[src/hw/rtl/blink_code_error_indicator_top_defines.svh]
// Assertion macros for the blink code error indicator.
// Used by the RTL modules that carry concurrent checks; expects clk_i and rst_ni in scope.
`ifndef BLINK_CODE_ERROR_INDICATOR_TOP_DEFINES_SVH
`define BLINK_CODE_ERROR_INDICATOR_TOP_DEFINES_SVH

// Same-cycle implication, checked out of reset.
`define BCI_ASSERT_NOW(lbl, ante, cons) \
  lbl: assert property (@(posedge clk_i) disable iff (!rst_ni) (ante) |-> (cons)) \
    else $error("bci check failed");

// Next-cycle implication, checked out of reset.
`define BCI_ASSERT_NEXT(lbl, ante, cons) \
  lbl: assert property (@(posedge clk_i) disable iff (!rst_ni) (ante) |=> (cons)) \
    else $error("bci check failed");

`endif

[src/hw/rtl/bci_pkg.sv]
// Shared types, constants and helpers for the blink code error indicator.
// No dependencies; used by every other RTL source file except the assertion macros header.
`timescale 1ns / 1ps

package bci_pkg;

  localparam int unsigned CodeW  = 7;
  localparam int unsigned DigitW = 4;
  localparam int unsigned MsW    = 12;
  localparam int unsigned PhaseW = 3;

  localparam logic [MsW-1:0] LONG_MS      = 12'd500;
  localparam logic [MsW-1:0] SHORT_MS     = 12'd250;
  localparam logic [MsW-1:0] DIGIT_GAP_MS = 12'd250;
  localparam logic [MsW-1:0] CODE_GAP_MS  = 12'd3000;

  localparam logic [CodeW-1:0] CODE_MAX = 7'd99;

  // Reported phase codes
  localparam logic [PhaseW-1:0] PH_IDLE  = 3'd0;
  localparam logic [PhaseW-1:0] PH_TENS  = 3'd1;
  localparam logic [PhaseW-1:0] PH_DGAP  = 3'd2;
  localparam logic [PhaseW-1:0] PH_UNITS = 3'd3;
  localparam logic [PhaseW-1:0] PH_CGAP  = 3'd4;

  typedef enum logic {
    REG_ERROR_CODE = 1'b0,
    REG_ENABLE     = 1'b1
  } reg_idx_e;

  typedef enum logic [4:0] {
    ST_IDLE  = 5'b00001,
    ST_TENS  = 5'b00010,
    ST_DGAP  = 5'b00100,
    ST_UNITS = 5'b01000,
    ST_CGAP  = 5'b10000
  } state_e;

  typedef struct packed {
    logic              enable;
    logic [DigitW-1:0] tens;
    logic [DigitW-1:0] units;
  } cfg_t;

  typedef struct packed {
    logic              led_level;
    logic [PhaseW-1:0] phase;
    logic              repeat_done;
  } result_t;

  // Tens digit of a code up to 99: x*205 >> 11 is exact for x below 1029
  function automatic logic [DigitW-1:0] tens_of(input logic [CodeW-1:0] code);
    logic [CodeW+7:0] prod;
    prod = {8'd0, code} * 15'd205;
    return prod[14:11];
  endfunction

  function automatic logic [DigitW-1:0] units_of(input logic [CodeW-1:0] code,
                                                 input logic [DigitW-1:0] tens);
    logic [CodeW-1:0] rem;
    rem = code - ({3'd0, tens} * 7'd10);
    return rem[DigitW-1:0];
  endfunction

  function automatic logic [PhaseW-1:0] phase_of(input state_e st);
    logic [PhaseW-1:0] ph;
    unique case (st)
      ST_IDLE:  ph = PH_IDLE;
      ST_TENS:  ph = PH_TENS;
      ST_DGAP:  ph = PH_DGAP;
      ST_UNITS: ph = PH_UNITS;
      ST_CGAP:  ph = PH_CGAP;
      default:  ph = PH_IDLE;
    endcase
    return ph;
  endfunction

endpackage

[src/hw/rtl/bci_if.sv]
// Valid/ready channel interfaces for the blink code error indicator.
// Depends on bci_pkg for the phase width.
`timescale 1ns / 1ps

interface bci_in_if;
  logic valid;
  logic ready;
  logic advance;

  modport source (output valid, output advance, input ready);
  modport sink   (input valid, input advance, output ready);
endinterface

interface bci_out_if;
  logic                         valid;
  logic                         ready;
  logic                         led_level;
  logic [bci_pkg::PhaseW-1:0]   phase;
  logic                         repeat_done;

  modport source (output valid, output led_level, output phase, output repeat_done,
                  input ready);
  modport sink   (input valid, input led_level, input phase, input repeat_done,
                  output ready);
endinterface

[src/hw/rtl/bci_cfg.sv]
// Configuration registers: clamped error code, split into digits, and enable.
// Depends on bci_pkg.
`timescale 1ns / 1ps

module bci_cfg (
  input  logic                         clk_i,
  input  logic                         rst_ni,
  input  logic                         cfg_we_i,
  input  logic                         cfg_idx_i,
  input  logic [bci_pkg::CodeW-1:0]    cfg_data_i,
  output bci_pkg::cfg_t                cfg_o
);

  logic [bci_pkg::CodeW-1:0]  code_clamped;
  logic [bci_pkg::DigitW-1:0] tens_w;
  logic [bci_pkg::DigitW-1:0] units_w;
  bci_pkg::cfg_t              cfg_d, cfg_q;
  bci_pkg::reg_idx_e          idx;

  assign idx          = bci_pkg::reg_idx_e'(cfg_idx_i);
  assign code_clamped = (cfg_data_i > bci_pkg::CODE_MAX) ? bci_pkg::CODE_MAX : cfg_data_i;
  assign tens_w       = bci_pkg::tens_of(code_clamped);
  assign units_w      = bci_pkg::units_of(code_clamped, tens_w);

  // Keep the code as digits so a repetition start only copies them
  always_comb begin
    cfg_d = cfg_q;
    if (cfg_we_i) begin
      unique case (idx)
        bci_pkg::REG_ERROR_CODE: begin
          cfg_d.tens  = tens_w;
          cfg_d.units = units_w;
        end
        bci_pkg::REG_ENABLE: cfg_d.enable = cfg_data_i[0];
        default: ;
      endcase
    end
  end

  always_ff @(posedge clk_i or negedge rst_ni) begin
    if (!rst_ni) begin
      cfg_q <= '0;
    end else begin
      cfg_q <= cfg_d;
    end
  end

  assign cfg_o = cfg_q;

endmodule

[src/hw/rtl/bci_core.sv]
// Blink sequencer: phase, millisecond and blink counters, LED level.
// Depends on bci_pkg and the assertion macros header.
`timescale 1ns / 1ps
`include "blink_code_error_indicator_top_defines.svh"

module bci_core (
  input  logic             clk_i,
  input  logic             rst_ni,
  input  logic             step_i,
  input  bci_pkg::cfg_t    cfg_i,
  output bci_pkg::result_t res_o
);

  bci_pkg::state_e             state_d, state_q;
  logic [bci_pkg::MsW-1:0]     ms_d, ms_q;
  logic [bci_pkg::DigitW-1:0]  blink_d, blink_q;
  logic                        lit_d, lit_q;
  logic [bci_pkg::DigitW-1:0]  tens_d, tens_q;
  logic [bci_pkg::DigitW-1:0]  units_d, units_q;
  logic [bci_pkg::MsW:0]       ms_inc;
  logic [bci_pkg::DigitW-1:0]  blink_inc;
  logic                        done;
  logic                        start;

  assign ms_inc    = {1'b0, ms_q} + {{bci_pkg::MsW{1'b0}}, 1'b1};
  assign blink_inc = blink_q + {{(bci_pkg::DigitW-1){1'b0}}, 1'b1};

  always_comb begin
    state_d = state_q;
    ms_d    = ms_q;
    blink_d = blink_q;
    lit_d   = lit_q;
    tens_d  = tens_q;
    units_d = units_q;
    done    = 1'b0;
    start   = 1'b0;
    if (step_i) begin
      unique case (state_q)
        bci_pkg::ST_TENS: begin
          if (ms_inc >= {1'b0, bci_pkg::LONG_MS}) begin
            ms_d = '0;
            if (lit_q) begin
              lit_d = 1'b0;
            end else begin
              blink_d = blink_inc;
              if (blink_inc >= tens_q) begin
                state_d = bci_pkg::ST_DGAP;
                lit_d   = 1'b0;
              end else begin
                lit_d = 1'b1;
              end
            end
          end else begin
            ms_d = ms_inc[bci_pkg::MsW-1:0];
          end
        end
        bci_pkg::ST_DGAP: begin
          if (ms_inc >= {1'b0, bci_pkg::DIGIT_GAP_MS}) begin
            ms_d    = '0;
            blink_d = '0;
            if (units_q != '0) begin
              state_d = bci_pkg::ST_UNITS;
              lit_d   = 1'b1;
            end else begin
              state_d = bci_pkg::ST_CGAP;
              lit_d   = 1'b0;
            end
          end else begin
            ms_d = ms_inc[bci_pkg::MsW-1:0];
          end
        end
        bci_pkg::ST_UNITS: begin
          if (ms_inc >= {1'b0, bci_pkg::SHORT_MS}) begin
            ms_d = '0;
            if (lit_q) begin
              lit_d = 1'b0;
            end else begin
              blink_d = blink_inc;
              if (blink_inc >= units_q) begin
                state_d = bci_pkg::ST_CGAP;
                lit_d   = 1'b0;
              end else begin
                lit_d = 1'b1;
              end
            end
          end else begin
            ms_d = ms_inc[bci_pkg::MsW-1:0];
          end
        end
        bci_pkg::ST_CGAP: begin
          if (ms_inc >= {1'b0, bci_pkg::CODE_GAP_MS}) begin
            done  = 1'b1;
            start = 1'b1;
          end else begin
            ms_d = ms_inc[bci_pkg::MsW-1:0];
          end
        end
        bci_pkg::ST_IDLE: start = 1'b1;
        default:          start = 1'b1;
      endcase
    end

    // Start a repetition: latch digits, or drop back to idle when disabled
    if (start) begin
      ms_d    = '0;
      blink_d = '0;
      if (cfg_i.enable) begin
        tens_d  = cfg_i.tens;
        units_d = cfg_i.units;
        if (cfg_i.tens != '0) begin
          state_d = bci_pkg::ST_TENS;
          lit_d   = 1'b1;
        end else begin
          state_d = bci_pkg::ST_DGAP;
          lit_d   = 1'b0;
        end
      end else begin
        state_d = bci_pkg::ST_IDLE;
        lit_d   = 1'b0;
      end
    end
  end

  always_ff @(posedge clk_i or negedge rst_ni) begin
    if (!rst_ni) begin
      state_q <= bci_pkg::ST_IDLE;
      ms_q    <= '0;
      blink_q <= '0;
      lit_q   <= 1'b0;
      tens_q  <= '0;
      units_q <= '0;
    end else begin
      state_q <= state_d;
      ms_q    <= ms_d;
      blink_q <= blink_d;
      lit_q   <= lit_d;
      tens_q  <= tens_d;
      units_q <= units_d;
    end
  end

  assign res_o.led_level   = lit_d;
  assign res_o.phase       = bci_pkg::phase_of(state_d);
  assign res_o.repeat_done = done;

  `BCI_ASSERT_NOW(a_dark_outside_blinks,
                  (state_q != bci_pkg::ST_TENS) && (state_q != bci_pkg::ST_UNITS), !lit_q)
  `BCI_ASSERT_NOW(a_tens_count_below_digit, state_q == bci_pkg::ST_TENS, blink_q < tens_q)
  `BCI_ASSERT_NOW(a_units_count_below_digit, state_q == bci_pkg::ST_UNITS, blink_q < units_q)
  `BCI_ASSERT_NOW(a_done_only_from_code_gap, done, step_i && (state_q == bci_pkg::ST_CGAP))
  `BCI_ASSERT_NEXT(a_hold_without_step, !step_i,
                   $stable(state_q) && $stable(ms_q) && $stable(blink_q) && $stable(lit_q))

endmodule

[src/hw/rtl/blink_code_error_indicator_top.sv]
// A result is held in the output register from the cycle after its tick transaction is taken.
// Throughput: one tick transaction per cycle while the result side keeps ready high.
// The output register lets a new tick in whenever it is empty or being emptied.
// Reset (async, active low) clears the config and sequencer registers, the sequencer to idle
// with the LED dark, and marks the output register empty; its payload is not reset.
// Top level: config registers, blink sequencer and output register; uses bci_pkg, bci_if.
`timescale 1ns / 1ps

module blink_code_error_indicator_top (
  input  logic                      clk_i,
  input  logic                      rst_ni,
  bci_in_if.sink                    in_i,
  bci_out_if.source                 out_o,
  input  logic                      cfg_we_i,
  input  logic                      cfg_idx_i,
  input  logic [bci_pkg::CodeW-1:0] cfg_data_i
);

  bci_pkg::cfg_t    cfg;
  bci_pkg::result_t res;
  bci_pkg::result_t res_q;
  logic             out_valid_q;
  logic             accept;

  assign in_i.ready = !out_valid_q || out_o.ready;
  assign accept     = in_i.valid && in_i.ready;

  bci_cfg u_cfg (
    .clk_i      (clk_i),
    .rst_ni     (rst_ni),
    .cfg_we_i   (cfg_we_i),
    .cfg_idx_i  (cfg_idx_i),
    .cfg_data_i (cfg_data_i),
    .cfg_o      (cfg)
  );

  bci_core u_core (
    .clk_i  (clk_i),
    .rst_ni (rst_ni),
    .step_i (accept && in_i.advance),
    .cfg_i  (cfg),
    .res_o  (res)
  );

  always_ff @(posedge clk_i or negedge rst_ni) begin
    if (!rst_ni) begin
      out_valid_q <= 1'b0;
    end else if (accept) begin
      out_valid_q <= 1'b1;
    end else if (out_o.ready) begin
      out_valid_q <= 1'b0;
    end
  end

  // Payload only: load on each tick transaction
  always_ff @(posedge clk_i) begin
    if (accept) begin
      res_q <= res;
    end
  end

  assign out_o.valid       = out_valid_q;
  assign out_o.led_level   = res_q.led_level;
  assign out_o.phase       = res_q.phase;
  assign out_o.repeat_done = res_q.repeat_done;

endmodule

[src/flat_wrapper.sv]
// flat-port wrapper written by rule: the top's interface ports become plain ports
module blink_code_error_indicator_top_flat 
  (clk_i, rst_ni, cfg_we_i, cfg_idx_i, cfg_data_i, in_i_valid, in_i_advance, in_i_ready, out_o_valid, out_o_led_level, out_o_phase, out_o_repeat_done, out_o_ready);
  bci_in_if in_i_i ();
  bci_out_if out_o_i ();
  input  logic clk_i;
  input  logic rst_ni;
  input  logic cfg_we_i;
  input  logic cfg_idx_i;
  input  logic [bci_pkg::CodeW-1:0] cfg_data_i;
  input wire logic [$bits(in_i_i.valid)-1:0] in_i_valid;
  input wire logic [$bits(in_i_i.advance)-1:0] in_i_advance;
  output wire logic [$bits(in_i_i.ready)-1:0] in_i_ready;
  output wire logic [$bits(out_o_i.valid)-1:0] out_o_valid;
  output wire logic [$bits(out_o_i.led_level)-1:0] out_o_led_level;
  output wire logic [$bits(out_o_i.phase)-1:0] out_o_phase;
  output wire logic [$bits(out_o_i.repeat_done)-1:0] out_o_repeat_done;
  input wire logic [$bits(out_o_i.ready)-1:0] out_o_ready;
  assign in_i_i.valid = in_i_valid;
  assign in_i_i.advance = in_i_advance;
  assign in_i_ready = in_i_i.ready;
  assign out_o_valid = out_o_i.valid;
  assign out_o_led_level = out_o_i.led_level;
  assign out_o_phase = out_o_i.phase;
  assign out_o_repeat_done = out_o_i.repeat_done;
  assign out_o_i.ready = out_o_ready;
  blink_code_error_indicator_top u_core (.clk_i(clk_i), .rst_ni(rst_ni), .in_i(in_i_i), .out_o(out_o_i), .cfg_we_i(cfg_we_i), .cfg_idx_i(cfg_idx_i), .cfg_data_i(cfg_data_i));
endmodule
[config.mk]
export PLATFORM = sky130hd
export DESIGN_NAME = blink_code_error_indicator_top_flat
export DESIGN_NICKNAME = d
export VERILOG_FILES = /design/src/hw/rtl/bci_pkg.sv /design/src/hw/rtl/bci_if.sv /design/src/hw/rtl/bci_cfg.sv /design/src/hw/rtl/bci_core.sv /design/src/hw/rtl/blink_code_error_indicator_top.sv /design/src/flat_wrapper.sv
export VERILOG_INCLUDE_DIRS = /design/src /design/src/hw/rtl
export SDC_FILE = /design/constraint.sdc
export NUM_CORES = 1
export LEC_CHECK = 0
export BUFFER_PORTS_ARGS = -buffer_cell sky130_fd_sc_hd__buf_2
export CORE_ASPECT_RATIO = 1.4
export CORE_UTILIZATION = 45
export CTS_BUF_LIST = sky130_fd_sc_hd__clkbuf_4
export CTS_CLUSTER_SIZE = 8
export DETAILED_ROUTE_END_ITERATION = 10
export MAX_ROUTING_LAYER = met4
export SLEW_MARGIN = 10
export SYNTH_ARGS = -nofsm -noshare
export SYNTH_HDL_FRONTEND = slang
export SYNTH_SLANG_ARGS = --single-unit
export TNS_END_PERCENT = 1
[constraint.sdc]
create_clock -name clk_i -period 8.3 [get_ports clk_i]
set_clock_uncertainty 0.15 [all_clocks]
set_input_delay 0.83 -clock clk_i [delete_from_list [all_inputs] [get_ports clk_i]]
set_output_delay 0.83 -clock clk_i [all_outputs]
set_load 0.01 [all_outputs]
==> run summary <==
The relative slew slack is 38.4%. At the worst endpoint, the required time is 8.43 ns. The logs give 0 for the post-cts gate resize count and 0.932 for the weighted congestion reported at the end of routability-driven placement.

The H-tree generated during clock tree synthesis spans 2 levels. The actual transition at the worst max-transition pin was 0.924 ns; the number of hold buffers added after cts was 0. Counting flops with a built-in enable in the synthesized netlist gives 5. The post-route netlist has 13.2% of its cells at a drive strength greater than 1. Registers take 0.00115 mm2. The static leakage came out at 1.86 nW. The design area was 0.00401 mm2. Total count of hold-check failures in the final report: 0.

Synthesis produced 405 cells. The via count of the first global-routing pass is 3098, and the via density per instance is 5.72. The die boundary width came out at 79.6 um.

STA classifies the critical path startpoint as a primary input. Across the run, the number of max-cap violations was 0. The cell sitting at the root of the clock tree is a clkbuf_4.

The die covers 0.00880 mm2. IR analysis of the VDD net gives a maximum drop of 0.0908 mV. The longest clock path from root to sink contains 2 buffers. The post-detailed-placement half-perimeter wirelength came out at 6.56 mm. The first global-routing pass estimated 14.4 mm of wire. For this run, the number of Yosys warnings is 0. Post-CTS setup repair buffer count: 0. STA classifies the critical path endpoint as a flop. Summing internal, switching and leakage power gives 0.845 mW. For the area inside the core boundary, the log shows 0.00815 mm2. The type of the tightest min-delay check is flop to flop. In the routed design, unresolved DRC markers number 0. The synthesized area per cell is 9.36 um2, and the minimum setup slack after placement is 2.48 ns. The final number of max-transition violations is 0, and the minimum period implied by the final worst setup slack is 5.41 ns. Summed over all instances, the cell type with the most area after synthesis is dfrtp_1. The power density over the cells came out at 211 mW/mm2.

Entering global routing, the biggest net connects 41 pins. For the sum of negative setup slack, the log shows 0 ns. Once the floorplan was initialized, standard cells occupied 46.5% of the core.

TritonCTS built the clock tree. The detail route stage leaves a number of antenna-violating nets equal to 0. By count the netlist is led by ha_1 (44), dfrtp_1 (39), inv_1 (36). Synthesized flop and latch total: 45. The count of cells in the finished layout, fillers not included, comes to 521. Setup repair after global routing left no endpoint under its margin. The run gives 30.4% as the sequential share of the synthesized area. Async set-reset flop share out of synthesis: 88.9%. Synthesis instantiated 71 different standard cells from the library.

The clock latency on the worst-skew pair is 0.39 ns, and the worst hold slack after final layout is 0.354 ns. The number of buffers inserted during clock tree synthesis is 5. The count of standard-cell rows is 39, and the clock edge transition at the registers on the reported setup and hold paths is 0.16 ns. The setup check on the worst reg-to-reg path leaves a slack of 4.66 ns. The count of buffers added on input and output ports is 20. The most common flop cell mapped by yosys was dfrtp_1. The most numerous cell in the Yosys netlist is ha_1.

The number of antenna violations at the first check in global routing is 1, and the signed area change from the synthesized netlist to the final layout is 5.84%. Across every metal layer, demand over resource in global routing totals 21.5%. The overall die height is 111 um. The category of the critical setup timing path was primary input to flop.

Along the worst path, the maximum fanout reaches 5. The area occupied by multi-input gates was 0.00242 mm2; the number of top-level pins was 21. After detailed routing, the average wire length per cell comes to 16.0 um. At the end of the flow, the number of nets in the layout was 484. The logs give 0.00394 mm2 for the total placed instance area and 797 for the number of filler instances in the final layout. The final critical path takes up 65.2% of the cycle.

Sorting the synthesized cells by area gives the leading types as dfrtp_1 (26%), ha_1 (15%), fa_1 (4.8%), edfxtp_1 (4.0%), o21ai_0 (3.8%). In the post-route analysis, the smallest setup slack over all paths is 2.89 ns. The pre-antenna-repair detailed-routing pass consisted of 4 iterations. For the utilization after layout, the log shows 49.2%.

The run finished with clean final reports. STA puts the critical path data arrival time at 5.54 ns. The tools report the total global routing overflow as 0. Summing every instance area after synthesis gives 0.00379 mm2. The run gives 0 as the count of endpoints failing setup in the final report.

The total nets after synthesis is 472. The clock net sink count was 45. Summed over all layers, the routed wires come to 8.33 mm.

The run gives 2982 as the total number of vias. Including well taps, the total number of placed cells is 512. The top achievable clock speed was 0.185 GHz; the number of design-rule violations left by the first detailed-router iteration was 126.

Summed over its instances, the top area cell type makes up 25.8% of the synthesized netlist area.
## flip-flops by register name, indices dropped and copies added (netlist names)
name,cells
u_core.u_core.ms_q,12
u_core.u_cfg.cfg_o,9
u_core.u_core.state_q,5
u_core.u_core.blink_q,4
u_core.u_core.tens_q,4
u_core.u_core.units_q,4
u_core.out_o.phase,3
u_core.out_o.led_level,1
u_core.out_o.repeat_done,1
u_core.out_o.valid,1
u_core.u_core.lit_q,1
## layout make-up
type / instances / area share [%]
Multi-Input combinational cell: 308 / 60.3
Sequential cell: 45 / 28.7
Inverter: 36 / 3.37
Tap cell: 102 / 3.18
Timing Repair Buffer: 21 / 2.68
Clock buffer: 5 / 0.936
Clock inverter: 3 / 0.717
Antenna cell: 1 / 0.0624
## cell usage in the layout (no fill, tap or decap), types with 3 or more instances in the layout
| cell | count |
|---|---|
| a21oi_1 | 15 |
| xor2_1 | 7 |
| o31ai_1 | 3 |
| o31a_1 | 3 |
| nand2_1 | 29 |
| a22o_1 | 5 |
| mux2_2 | 8 |
| fa_1 | 9 |
| xnor2_1 | 5 |
| and3_1 | 3 |
| a211o_1 | 3 |
| a31oi_1 | 9 |
| nor4_1 | 9 |
| edfxtp_1 | 5 |
| nor2b_1 | 3 |
| o21ai_0 | 29 |
| nand3b_1 | 3 |
| a41oi_1 | 3 |
| nand2b_1 | 7 |
| and3b_1 | 4 |
| nor3_1 | 10 |
| a21o_1 | 6 |
| o32a_1 | 3 |
| and2_1 | 6 |
| nand3_1 | 13 |
| nor2_1 | 20 |
| ha_1 | 44 |
| nand4_1 | 3 |
| inv_1 | 36 |
| buf_2 | 20 |
| clkbuf_4 | 5 |
| dfrtp_1 | 39 |
| o21a_1 | 4 |
## layer usage
| layer | vias to the layer above | track usage, % | routed length, um |
|---|---|---|---|
| li1 | 1495 | - | - |
| met1 | 1443 | 22.5 | 3320 |
| met2 | 28 | 39.5 | 4690 |
| met3 | 16 | 2.64 | 117 |
| met4 | 0 | 8.48 | 210 |
| met5 | - | - | 0 |
## critical path, cell delays in order
cell      delay (ns)
buf_2           0.13
a21boi_0        0.62
ha_1            0.37
inv_1           0.07
fa_1            0.40
inv_1           0.07
ha_1            0.22
ha_1            0.29
ha_1            0.31
a21o_1          0.17
a21oi_1         0.18
a21boi_0        0.14
a21oi_1         0.25
xnor2_1         0.21
ha_1            0.20
inv_1           0.05
fa_1            0.43
xnor2_1         0.20
xor2_1          0.19
xnor2_1         0.13
o21ai_0         0.08
## cells by family after synthesis
group           Yosys count  share of synthesized area [%]
xor+xnor                 12                           2.77
mux                      11                           3.50
flops                    45                           30.4
compound gates          105                           19.4
simple gates            127                           18.9
buf+inv                  52                           5.74
fa+ha+maj                53                           19.3
## final timing paths
check	startpoint	endpoint	cells after the start
min	u_core.u_cfg.cfg_o[3]	u_core.u_cfg.cfg_o[3]	2
max reg2reg	u_core.u_core.ms_q[3]	u_core.out_o.phase[1]	9
min reg2reg	u_core.u_cfg.cfg_o[3]	u_core.u_cfg.cfg_o[3]	2
max	cfg_data_i[6]	u_core.u_cfg.cfg_o[3]	21
max in group asynchronous	rst_ni	u_core.u_core.tens_q[2]	1
min in group asynchronous	rst_ni	u_core.u_core.tens_q[1]	1
## where the power goes
group / total [mW] / internal (mW) / switching [mW]
logic: 0.379 / 0.166 / 0.214
registers: 0.344 / 0.282 / 0.0619
clock network: 0.122 / 0.0375 / 0.0843
Power figures use the tool's default switching activity.
